--- config.mk ---
export PLATFORM = sky130hd
export DESIGN_NAME = tlg_row_mem
export DESIGN_NICKNAME = d
export VERILOG_FILES = /design/src/rtl/core/tlg_row_mem.sv
export SDC_FILE = /design/constraint.sdc
export NUM_CORES = 2
export LEC_CHECK = 0
export ABC_AREA = 0
export BUFFER_PORTS_ARGS = -buffer_cell sky130_fd_sc_hd__clkbuf_2
export CAP_MARGIN = 15
export CORE_UTILIZATION = 43
export CTS_CLUSTER_SIZE = 20
export DETAILED_ROUTE_END_ITERATION = 6
export HOLD_SLACK_MARGIN = 0.02
export SETUP_SLACK_MARGIN = 0.02
export SYNTH_ARGS = -nofsm -noshare
export SYNTH_HDL_FRONTEND = slang
export SYNTH_SLANG_ARGS = --single-unit
--- constraint.sdc ---
create_clock -name clk -period 14.7 [get_ports clk]
set_input_delay 0.735 -clock clk [delete_from_list [all_inputs] [get_ports clk]]
set_output_delay 0.735 -clock clk [all_outputs]
set_load 0.005 [all_outputs]
--- src/rtl/core/tlg_row_mem.sv ---
// Grid row memory with per-row valid bits; an invalid row reads as all dead.
`timescale 1ns / 1ps
`default_nettype none

module tlg_row_mem #(
  parameter int DEPTH = 64,
  parameter int WIDTH = 64
) (
  input  wire logic                     clk,
  input  wire logic                     rst,
  input  wire logic                     clear,
  input  wire logic                     wr_en,
  input  wire logic [$clog2(DEPTH)-1:0] wr_addr,
  input  wire logic [WIDTH-1:0]         wr_data,
  input  wire logic [$clog2(DEPTH)-1:0] rd_addr,
  output logic      [WIDTH-1:0]         rd_data
);

  logic [WIDTH-1:0] mem [DEPTH];
  logic [DEPTH-1:0] row_valid;
  logic [WIDTH-1:0] rd_q;
  logic             rd_vld;

  always_ff @(posedge clk) begin
    if (wr_en) begin
      mem[wr_addr] <= wr_data;
    end
    rd_q <= mem[rd_addr];
  end

  always_ff @(posedge clk) begin
    if (rst || clear) begin
      row_valid <= '0;
      rd_vld    <= 1'b0;
    end else begin
      rd_vld <= row_valid[rd_addr];
      if (wr_en) begin
        row_valid[wr_addr] <= 1'b1;
      end
    end
  end

  assign rd_data = rd_vld ? rd_q : '0;

endmodule

`default_nettype wire

==> flow_summary_export.csv <==
group,metric,value,unit
run_status,status,"finished clean",
cells_and_area,mostFrequentLayoutCell,"edfxtp_1",
sta,fmax,223,MHz
synthesis,synthesis.instances,6510,
grt,grt_pass1_vias,75894,
clocking,post_cts_resized,0,
clocking,path_clk_slew,60,ps
cells_and_area,final_cell_mix,"4096 x edfxtp_1, 1232 x mux4_2, 419 x clkbuf_16",
route,drc,0,
grt,track_usage,23.1,%
setup_path,crit_path_top_delay_cell,"buf_4",
worst_hold_path,holdPathStages,1,
pwr,p_sw,5.23,mW
place,port_buffers,143,
grt,grt_max_degree,120,
synthesis,ys_ff_latch,4225,
synthesis,ys_types,33,
cells_and_area,area_delta_synth_final,13.5,%
clocking,cts_buffers,419,
synthesis,synthArstFlopShare,0,%
setup_path,critPathArrivalTime,5310,ps
route,via_count,74926,
route,wl,434000,um
pwr,vdd_drop_max,113,uV
sta,final.min_clock_period,4480,ps
worst_hold_path,hold_class,"in -> reg",
place,hpwl,221000,um
clocking,cts_num_sinks,4225,
synthesis,syn_nets,6590,
setup_path,critPathMaxFanout,96,
sta,skew,38.4,ps
grt,grt_pass1_wl,602000,um
clocking,ctsHoldBuffers,0,
setup_path,crit_path_end_kind,"flop",
setup_path,critPathMaxStageDelay,840,ps
route,ant_nets,0,
pwr,pwr-share-seq,53.9,%
place,place_ws,9140,ps
clocking,cts_buffer_depth,4,
sta,worstMarginPinSlew,1250,ps
floorplan,dieArea,372000,sq um
route,vias_per_cell,6.10,
job,cap_violations,0,
floorplan,coreArea,369000,sq um
sta,timing.final.crit_share,30.5,%
setup_path,crit_type,"in -> reg",
pwr,total_power,24.8,mW
setup_path,worstPathBufferInverterCount,4,
synthesis,yosysSeqAreaShare,78.9,%
synthesis,synth-main-ff-cell,"edfxtp_1",
pwr,combPwrFrac,4.3,%
clocking,clockRootBuffer,"clkbuf_16",
grt,grt_antenna_before_repair,33,
cells_and_area,layout.nets,7034,
setup_path,start_kind,"input port",
synthesis,synth_edf_count,4096,
synthesis,avgSynthCellArea,24.4,sq um
place,gp_congestion,0.758,
sta,setup-violations-final,0,
floorplan,rows,223,
sta,drv_slew,0,
pwr,p_sw_share,21.1,%
pwr,p_leak,55.7,nW
clocking,cts_htree_levels,5,
floorplan,io_pins,144,
clocking,post_cts_buffers,0,
setup_path,reg2reg_depth,4,
sta,rsz0062_at_grt,"false",
grt,grt.overflow.total,0,
sta,hold_viol_final,0,
floorplan,die_y,610,um
synthesis,yosysWarnings,0,
floorplan,die_w,610,um
route,wl_per_cell,35.4,um
clocking,insertion_delay,980,ps
pwr,power.density,137,nW/um^2
sta,slew_headroom,16.9,%
setup_path,required,15530,ps
setup_path,crit_family,"buffers and inverters",
setup_path,worst-path-stages,8,
cells_and_area,fill_cells,29064,
route,dr.pass1.iters,6,
cells_and_area,drive_gt1_share,31.0,%
sta,setup_ws,10220,ps
setup_path,cp_cell_sequence,"buf_12, buf_12, buf_4, buf_4, mux4_2, mux4_2, o22ai_1, nor2_1",
clocking,tritoncts,"done",
route,drt_iter0_drc,9841,
pwr,p_int,19.6,mW
pwr,clkPwrFrac,41.8,%
floorplan,initial_utilization,43.2,%
synthesis,synth_area,159000,sq um
sta,setup_tns,0,ps
power by group through the flow:
stage | clock [mW] | combinational, mW | sequential, mW
global placement | 0 | 1.04 | 13.6
global route | 11.0 | 1.14 | 13.4
CTS | 10.5 | 1.06 | 13.4
finish | 10.4 | 1.07 | 13.4
detailed placement | 0 | 1.06 | 13.6
floorplan | 0 | 0.641 | 13.6
through the flow:
step / std cells / utilization [%] / instance area (sq um) / hold slack (ps)
after detailed placement: 11454 / 45.2 / 167000 / 453
after CTS: 12232 / 48.8 / 180000 / 284
after floorplan: 6510 / - / 159000 / 435
after global placement: 11453 / 45.2 / 167000 / 441
after global routing: 12269 / 49.0 / 181000 / 77.3
final: 12277 / 49.0 / 181000 / 94.2
registers in the layout, summed over array words and instances (netlist names):
name / count
row_valid: 64
mem: 4096
rd_vld: 1
rd_q: 64
cell usage after synthesis (all sizes together), types with 2 or more instances:
| master | n | area, sq um |
|---|---|---|
| buf | 195 | 978 |
| o211ai | 18 | 135 |
| nand4 | 3 | 18.8 |
| and2 | 64 | 400 |
| o21ai | 3 | 15.0 |
| nand2b | 7 | 43.8 |
| clkbuf | 161 | 604 |
| mux4 | 1232 | 27700 |
| mux2i | 72 | 721 |
| a31oi | 18 | 113 |
| o221ai | 44 | 385 |
| nand3 | 10 | 50.1 |
| a2111oi | 2 | 17.5 |
| edfxtp | 4096 | 123000 |
| nor2 | 130 | 488 |
| dfxtp | 129 | 2580 |
| nor3 | 93 | 465 |
| o21a | 64 | 480 |
| nor2b | 6 | 37.5 |
| o22ai | 21 | 131 |
| nand2 | 26 | 97.6 |
| a21oi | 106 | 531 |
| nand3b | 3 | 22.5 |
worst reg2reg max path, stage by stage (launching register included):
cell	delay, ps
edfxtp_1	370
mux4_2	470
mux4_2	510
a2111oi_0	490
nor2_1	100
logic make-up (layout without fill, tap and decap cells):
family | after synthesis | count (layout) | share of synthesized area (%)
simple gates | 343 | 343 | 1.02
buf+inv | 357 | 1158 | 0.997
compound gates | 280 | 280 | 1.16
mux | 1305 | 1305 | 17.9
flops | 4225 | 4225 | 78.9
other cells | 0 | 16 | 0
layer usage:
metal	up-vias	global-route usage, %	wire, um	share of wire (%)
li1	29082	-	-	-
met1	41725	32.1	173000	40
met2	3502	38.0	214000	49
met3	605	4.15	36000	8.3
met4	12	6.21	12000	2.8
met5	-	0	86	0.020
path summary, 6_finish.rpt:
path | startpoint | end | slack (ps)
max | rd_addr[0] | rd_q[59] | 10220
min | wr_data[47] | mem[22][47] | 90
max reg2reg | mem[23][59] | rd_q[59] | 12630
min reg2reg | row_valid[35] | row_valid[35] | 470
layout make-up:
cell class | count | area [sq um] | area share [%]
multi-input combinational | 1928 | 32500 | 18.0
sequential | 4225 | 126000 | 69.6
clock inverter | 220 | 2020 | 1.12
clock buffer | 558 | 11200 | 6.21
inverter | 1 | 11.3 | 0.00624
tap | 4950 | 6190 | 3.43
antenna | 16 | 40.0 | 0.0222
timing repair buffer | 379 | 3020 | 1.67
(Power assumes the default switching activity.)
