==> src/rtl/core/tlg_pkg.sv <==
// Shared types, constants and helpers for the toroidal life grid engine.
`timescale 1ns / 1ps
`default_nettype none

package tlg_pkg;

  // Default grid bounds
  localparam int MAX_ROWS_DEFAULT = 64;
  localparam int MAX_COLS_DEFAULT = 64;

  // Reset sizes of the torus
  localparam int ROWS_RESET = 10;
  localparam int COLS_RESET = 10;

  // Item field widths
  localparam int MODE_W = 2;
  localparam int ROW_W  = 6;
  localparam int COL_W  = 6;

  // Configuration port
  localparam int CFG_IDX_W = 2;
  localparam int CFG_DW    = 7;
  localparam logic [CFG_IDX_W-1:0] CFG_ROWS = 2'd0;
  localparam logic [CFG_IDX_W-1:0] CFG_COLS = 2'd1;

  // B3/S23 rule counts
  localparam int BIRTH_COUNT = 3;
  localparam int KEEP_COUNT  = 2;

  typedef enum logic [MODE_W-1:0] {
    MODE_WRITE = 2'd0,
    MODE_READ  = 2'd1,
    MODE_GEN   = 2'd2
  } mode_t;

  // Zero is taken as one, anything above the bound saturates.
  function automatic int clamp_size(logic [CFG_DW-1:0] v, int maxv);
    int r;
    r = int'(v);
    if (r == 0) begin
      return 1;
    end
    if (r > maxv) begin
      return maxv;
    end
    return r;
  endfunction

endpackage

`default_nettype wire

==> src/rtl/core/tlg_row_unit.sv <==
// Next-generation row from a window of three old rows, columns wrapped.
`timescale 1ns / 1ps
`default_nettype none

module tlg_row_unit #(
  parameter int MAX_COLS = 64
) (
  input  wire logic [MAX_COLS-1:0]         win_prev,
  input  wire logic [MAX_COLS-1:0]         win_cur,
  input  wire logic [MAX_COLS-1:0]         win_next,
  input  wire logic [$clog2(MAX_COLS+1)-1:0] cols_in_use,
  output logic      [MAX_COLS-1:0]         row_out
);

  import tlg_pkg::*;

  localparam int CAW = $clog2(MAX_COLS);

  logic [CAW-1:0] col_last;
  logic           wrap_p, wrap_c, wrap_n;

  assign col_last = CAW'(cols_in_use - 1'b1);
  assign wrap_p   = win_prev[col_last];
  assign wrap_c   = win_cur[col_last];
  assign wrap_n   = win_next[col_last];

  for (genvar c = 0; c < MAX_COLS; c++) begin : g_cell
    logic       lp, lc, ln, rp, rc, rn;
    logic [3:0] n;
    logic       in_use;

    if (c == 0) begin : g_left_wrap
      assign lp = wrap_p;
      assign lc = wrap_c;
      assign ln = wrap_n;
    end else begin : g_left
      assign lp = win_prev[c-1];
      assign lc = win_cur[c-1];
      assign ln = win_next[c-1];
    end

    if (c == MAX_COLS - 1) begin : g_right_wrap
      assign rp = win_prev[0];
      assign rc = win_cur[0];
      assign rn = win_next[0];
    end else begin : g_right
      // Last column in use wraps to column zero
      assign rp = (col_last == CAW'(c)) ? win_prev[0] : win_prev[c+1];
      assign rc = (col_last == CAW'(c)) ? win_cur[0]  : win_cur[c+1];
      assign rn = (col_last == CAW'(c)) ? win_next[0] : win_next[c+1];
    end

    assign in_use = 32'(cols_in_use) > c;
    assign n = 4'(lp) + 4'(win_prev[c]) + 4'(rp) + 4'(lc) + 4'(rc)
             + 4'(ln) + 4'(win_next[c]) + 4'(rn);

    always_comb begin
      if (!in_use) begin
        row_out[c] = 1'b0;
      end else if (n == 4'(BIRTH_COUNT)) begin
        row_out[c] = 1'b1;
      end else if (n == 4'(KEEP_COUNT)) begin
        row_out[c] = win_cur[c];
      end else begin
        row_out[c] = 1'b0;
      end
    end
  end

endmodule

`default_nettype wire

==> config.mk <==
export PLATFORM = sky130hd
export DESIGN_NAME = tlg_row_unit
export DESIGN_NICKNAME = d
export VERILOG_FILES = /design/src/rtl/core/tlg_pkg.sv /design/src/rtl/core/tlg_row_unit.sv
export SDC_FILE = /design/constraint.sdc
export NUM_CORES = 1
export LEC_CHECK = 0
export BUFFER_PORTS_ARGS = -buffer_cell sky130_fd_sc_hd__buf_2
export CORE_MARGIN = 4
export CORE_UTILIZATION = 55
export DETAILED_ROUTE_END_ITERATION = 16
export GPL_TIMING_DRIVEN = 0
export PLACE_DENSITY = 0.79
export SLEW_MARGIN = 30
export SYNTH_ARGS = -nofsm -noshare
export SYNTH_HDL_FRONTEND = slang
export SYNTH_SLANG_ARGS = --single-unit
export TNS_END_PERCENT = 5
==> constraint.sdc <==
create_clock -name vclk -period 22.3
set_clock_uncertainty 0.05 [all_clocks]
set_input_delay 4.46 -clock vclk [all_inputs]
set_output_delay 4.46 -clock vclk [all_outputs]
set_load 0.05 [all_outputs]
==> results of run 1 <==
-- worst min-delay path by stage --
stage               cells past startpoint     endpoint  slack (ps)        start
detailed placement                      4  row_out[52]        9410  win_cur[52]
global route                            4  row_out[52]        9430  win_cur[52]
floorplan                               2  row_out[54]        9190  win_cur[54]
global placement                        4   row_out[2]        9390   win_cur[2]
CTS                                     4  row_out[52]        9410  win_cur[52]
finish                                  4  row_out[52]        9410  win_cur[52]
-- logic make-up (layout without fill, tap and decap cells) --
| kind of cell | Yosys count | after routing | synth area share, % |
|---|---|---|---|
| buf+inv | 268 | 528 | 6.98 |
| xor+xnor | 6 | 6 | 0.451 |
| simple gates | 340 | 340 | 10.4 |
| mux | 237 | 237 | 20.0 |
| compound gates | 300 | 300 | 11.5 |
| fa+ha+maj | 452 | 452 | 50.6 |
-- tightest hold or removal path, stage by stage --
cell	delay, ps
buf_2	130
o211ai_1	150
nor2_1	50
buf_2	200
-- where the power goes --
part | switching (W) | total, W | internal, W
Sequential | 0 | 0 | 0
Clock | 0 | 0 | 0
Combinational | 0.000542 | 0.000847 | 0.000305
Total | 0.000542 | 0.000847 | 0.000305
-- cells in the final DEF (no fill, tap or decap), types with 4 or more instances in the layout --
master,Yosys,final
o2111a_1,6,6
ha_1,196,196
a31oi_1,8,8
mux2i_1,136,136
inv_1,201,201
nand2b_1,4,4
clkbuf_1,42,42
nand2_1,84,84
mux2_2,56,56
mux4_2,44,44
or2_2,4,4
nor3_1,15,14
o211ai_1,39,39
o2111ai_1,6,6
a21oi_1,106,106
nand4_1,8,8
buf_1,4,4
o21ai_0,116,115
and2_1,5,5
fa_1,256,256
buf_2,13,273
clkinv_1,4,4
nand3_1,100,100
nor2_1,101,101
-- metrics by stage --
stage / cells / setup slack, ps / hold slack, ps
after detailed placement: 2204 / 6130 / 9410
after floorplan: 1603 / 7860 / 9190
after global routing: 2204 / 5760 / 9430
after global placement: 2204 / 6220 / 9390
after CTS: 2204 / 6140 / 9410
final: 2204 / 5900 / 9410
-- final cells by class --
type | instances | area, µm² | area share [%]
plain buffers | 63 | 275 | 1.65
well taps | 341 | 427 | 2.55
inverters | 205 | 769 | 4.60
repair buffers | 260 | 1300 | 7.78
multi-input cells | 1335 | 14000 | 83.4
-- per-layer routing --
metal | vias up | share of wire (%) | global-route usage [%] | wire length (µm)
met3 | 216 | 11 | 8.59 | 6220
met4 | 8 | 6.2 | 17.6 | 3450
li1 | 6156 | - | - | -
met2 | 976 | 45 | 59.3 | 25200
met1 | 7124 | 37 | 47.5 | 20800
met5 | - | 0.12 | 0 | 68
==> results.sh, run 1 <==
export IMPL_outcome="complete, no violations"
export IMPL_cap_violations=0
export IMPL_endpoint="row_out[0]"
export IMPL_seq_cell_count=0
export IMPL_io_pins=263
export IMPL_power_density_nw_per_um2=50.6
export IMPL_grt_start_max_net_pins=12
export IMPL_yosysWarnings=0
export IMPL_critical_path_cell_chain="buf_2 > buf_2 > clkinv_1 > clkbuf_1 > ha_1 > buf_2 > xor2_1 > clkbuf_1 > mux2i_1 > a32oi_1 > nand3_1 > nand2_1 > fa_1 > inv_1 > fa_1 > fa_1 > inv_1 > ha_1 > fa_1 > o21ai_0 > o2111a_1 > buf_2"
export IMPL_grt_remaining_overflow=0
export IMPL_rows=60
export IMPL_utilization_pct=62.3
export IMPL_drtPass1Iterations=5
export IMPL_min_period_over_period_pct=73.5
export IMPL_crit_cells=22
export IMPL_slew_headroom_pct=25.3
export IMPL_crit_fanout=11
export IMPL_ys_top_cells_by_count="256 x fa_1, 201 x inv_1, 196 x ha_1, 136 x mux2i_1, 116 x o21ai_0"
export IMPL_tightest_slew_ps=1110
export IMPL_fin_crit_ps=16400
export IMPL_report_final_slew_viol_count=0
export IMPL_syn_nets=2254
export IMPL_drc=0
export IMPL_synth_cell_type_count=57
export IMPL_leakagePower_nw=7.75
export IMPL_synth_largest_area_cell="fa_1"
export IMPL_netlist_instances=1603
export IMPL_dieArea_um2=29900
export IMPL_io_buffer_count=260
export IMPL_drt_total_wl_um=55800
export IMPL_crit_type="input port to output port"
export IMPL_path_buf_inv=9
export IMPL_chipWidth_um=173
export IMPL_cp_arrival_ps=11890
export IMPL_dp_hpwl_um=47200
export IMPL_wl_per_cell_um=25.3
export IMPL_nFillCells=2357
export IMPL_vias=14500
export IMPL_critPathLaunch="cols_in_use[0]"
export IMPL_clock_fmax_ghz=0.0610
export IMPL_yosysSeqAreaShare_pct=0
export IMPL_cp_slowest_cell="xor2_1"
export IMPL_fin_area_um2=16700
export IMPL_crit_family="buffers and inverters"
export IMPL_synth_cell_area_um2=15000
export IMPL_synth_most_common_cell="fa_1"
export IMPL_cts_resized=0
export IMPL_syn_to_final_growth_pct=11.7
export IMPL_synth_area_top_cells="fa_1 34%, ha_1 16%, mux2i_1 9.1%, mux4_2 6.6%, inv_1 5.0%"
export IMPL_ir_worst_vdd_uv=57.5
export IMPL_grt_use_total_pct=36.9
export IMPL_end_kind="output port"
export IMPL_vias_per_cell=6.57
export IMPL_hold_viol_final=0
export IMPL_setup_viol=0
export IMPL_cts_setup_buffers=0
export IMPL_ant_nets=0
export IMPL_clock_buffers=0
export IMPL_syn_area_per_cell_um2=9.34
export IMPL_setup_tns_ps=0
export IMPL_total_power_w=0.000847
export IMPL_startpoint_type="input port"
export IMPL_grt_pass1_wl_um=87400
export IMPL_num_antenna_cells=0
export IMPL_cts_hold_fix_buffers=0
export IMPL_dpl_cell_area_um2=16700
export IMPL_crit_required_ps=17790
export IMPL_regArea_um2=0
export IMPL_core_area_um2=26900
export IMPL_hp_class="input port to output port"
export IMPL_start_util_pct=55.7
export IMPL_rsz0062_at_grt="false"
export IMPL_antenna_found_initial=4
export IMPL_place_congestion=1.08
export IMPL_synth_top_cell_area_share_pct=34.2
export IMPL_drive_gt1_share_pct=21.3
export IMPL_grt_pass1_vias=15500
export IMPL_die_h_um=173
export IMPL_drt_iter0_markers=1493
export IMPL_nets=2516
export IMPL_slowest_delay_ps=870
Note: power is estimated with default switching activity, not from simulation.
==> run 2, diff against run 1 <==
- PLACE_DENSITY: 0.79 -> 0.82
- clock period: 22.3 -> 13.45 ns (I/O delays scaled with it)
==> results.sh, run 2 (same netlist as run 1, synthesis figures left out) <==
export IMPL_outcome="complete, no violations"
export IMPL_vias_per_cell=6.64
export IMPL_antenna_found_initial=2
export IMPL_fin_crit_ps=12690
export IMPL_grt_start_max_net_pins=12
export IMPL_path_common_cell="buf_2"
export IMPL_critical_path_cell_chain="buf_2 > buf_2 > clkinv_1 > clkbuf_1 > ha_1 > buf_2 > xnor2_1 > buf_2 > clkbuf_1 > mux4_2 > nand2_1 > nand3_1 > nand4_1 > nand2_1 > fa_1 > inv_1 > fa_1 > fa_1 > inv_1 > ha_1 > fa_1 > o21ai_0 > o2111a_1 > buf_2"
export IMPL_cap_violations=0
export IMPL_seq_power_share_pct=0
export IMPL_met2WireLength_um=25200
export IMPL_start_util_pct=55.7
export IMPL_worst_slack_ps=760
export IMPL_route_met3_wl_um=6970
export IMPL_multi_input_area_um2=14000
export IMPL_crit_cells=24
export IMPL_regArea_um2=0
export IMPL_cts_setup_buffers=0
export IMPL_mostFrequentLayoutCells="273 x buf_2, 256 x fa_1, 201 x inv_1"
export IMPL_die_h_um=173
export IMPL_final_common_cell="buf_2"
export IMPL_dr_max_layer_used="met4"
export IMPL_nets=2516
export IMPL_setup_tns_ps=0
export IMPL_hold_viol_final=0
export IMPL_drt_met1_wl_um=20400
export IMPL_end_kind="output port"
export IMPL_endpoint="row_out[0]"
export IMPL_cp_slowest_cell="fa_1"
export IMPL_dpl_worst_slack_ps=928
export IMPL_drt_total_wl_um=56500
export IMPL_io_buffer_count=260
export IMPL_drt_iter0_markers=1533
export IMPL_pwr_share_comb_pct=100.0
export IMPL_power_share_clock_pct=0
export IMPL_wl_per_cell_um=25.6
export IMPL_crit_family="buffers and inverters"
export IMPL_p_int_w=0.000508
export IMPL_cts_hold_fix_buffers=0
export IMPL_grt_pass1_vias=15600
export IMPL_vias=14700
export IMPL_crit_fanout=11
export IMPL_grt_use_total_pct=37.5
export IMPL_rows=60
export IMPL_total_power_w=0.00141
export IMPL_setup_viol=0
export IMPL_min_period_over_period_pct=94.4
export IMPL_leakagePower_nw=7.75
export IMPL_hp_class="input port to output port"
export IMPL_tightest_slew_ps=1110
export IMPL_crit_required_ps=10710
export IMPL_ant_nets=0
export IMPL_crit_type="input port to output port"
export IMPL_hp_start="win_cur[3]"
export IMPL_critPathLaunch="cols_in_use[0]"
export IMPL_dp_hpwl_um=47300
export IMPL_cts_resized=0
export IMPL_clock_fmax_ghz=0.0788
export IMPL_rsz0062_at_grt="false"
export IMPL_io_pins=263
export IMPL_switchingPower_w=0.000902
export IMPL_clock_buffers=0
export IMPL_place_congestion=1.10
export IMPL_ir_worst_vdd_uv=157
export IMPL_seq_cell_count=0
export IMPL_power_density_nw_per_um2=84.2
export IMPL_slowest_delay_ps=540
export IMPL_syn_to_final_growth_pct=11.7
export IMPL_drive_gt1_share_pct=21.3
export IMPL_drtPass1Iterations=6
export IMPL_cp_arrival_ps=9950
export IMPL_nFillCells=2306
export IMPL_path_buf_inv=10
export IMPL_core_area_um2=26900
export IMPL_dieArea_um2=29900
export IMPL_startpoint_type="input port"
export IMPL_swShare_pct=64.0
export IMPL_slew_headroom_pct=26.1
export IMPL_grt_pass1_wl_um=88400
export IMPL_grt_remaining_overflow=0
export IMPL_report_final_slew_viol_count=0
export IMPL_drc=0
export IMPL_chipWidth_um=173
## run 2: changes by cell type in the layout (fill, tap and decap cells not counted), sizes merged
cell   previous run  this run
diode             0         3
## run 2: power by group through the flow
stage | clock [W] | sequential, W | combinational [W]
2_1_floorplan | 0 | 0 | 0.000997
3_3_place_gp | 0 | 0 | 0.00131
3_5_place_dp | 0 | 0 | 0.00138
4_1_cts | 0 | 0 | 0.00139
6_report | 0.00000000000682 | 0 | 0.00141
## run 2: per-stage QoR
step / hold WS (ps) / util (%) / std cells / cell area [µm²]
6_report: 5860 / 62.3 / 2207 / 16700
5_1_grt: 5900 / 62.3 / 2206 / 16700
4_1_cts: 5860 / 62.2 / 2204 / 16700
3_5_place_dp: 5860 / 62.2 / 2204 / 16700
3_3_place_gp: 5860 / 62.2 / 2204 / 16700
2_1_floorplan: 5650 / - / 1603 / 15000
## run 2: worst min-delay path by stage
stage | slack [ps] | end | depth (start not counted)
after CTS | 5860 | row_out[3] | 4
after global routing | 5900 | row_out[2] | 4
after detailed placement | 5860 | row_out[3] | 4
after global placement | 5860 | row_out[1] | 4
final | 5860 | row_out[3] | 4
after floorplan | 5650 | row_out[54] | 2
## run 2: routing by layer
layer  vias to the layer above  track usage, %
li1                       6170               -
met1                      7139            47.2
met2                      1077            59.6
met3                       264            10.2
met4                         0            19.1
met5                         -               0
## run 2: area by class of cell
type | count | share of cell area, %
multi-input cells | 1335 | 83.4
repair buffers | 260 | 7.78
inverters | 205 | 4.60
well taps | 341 | 2.55
plain buffers | 63 | 1.65
diodes | 3 | 0.0449
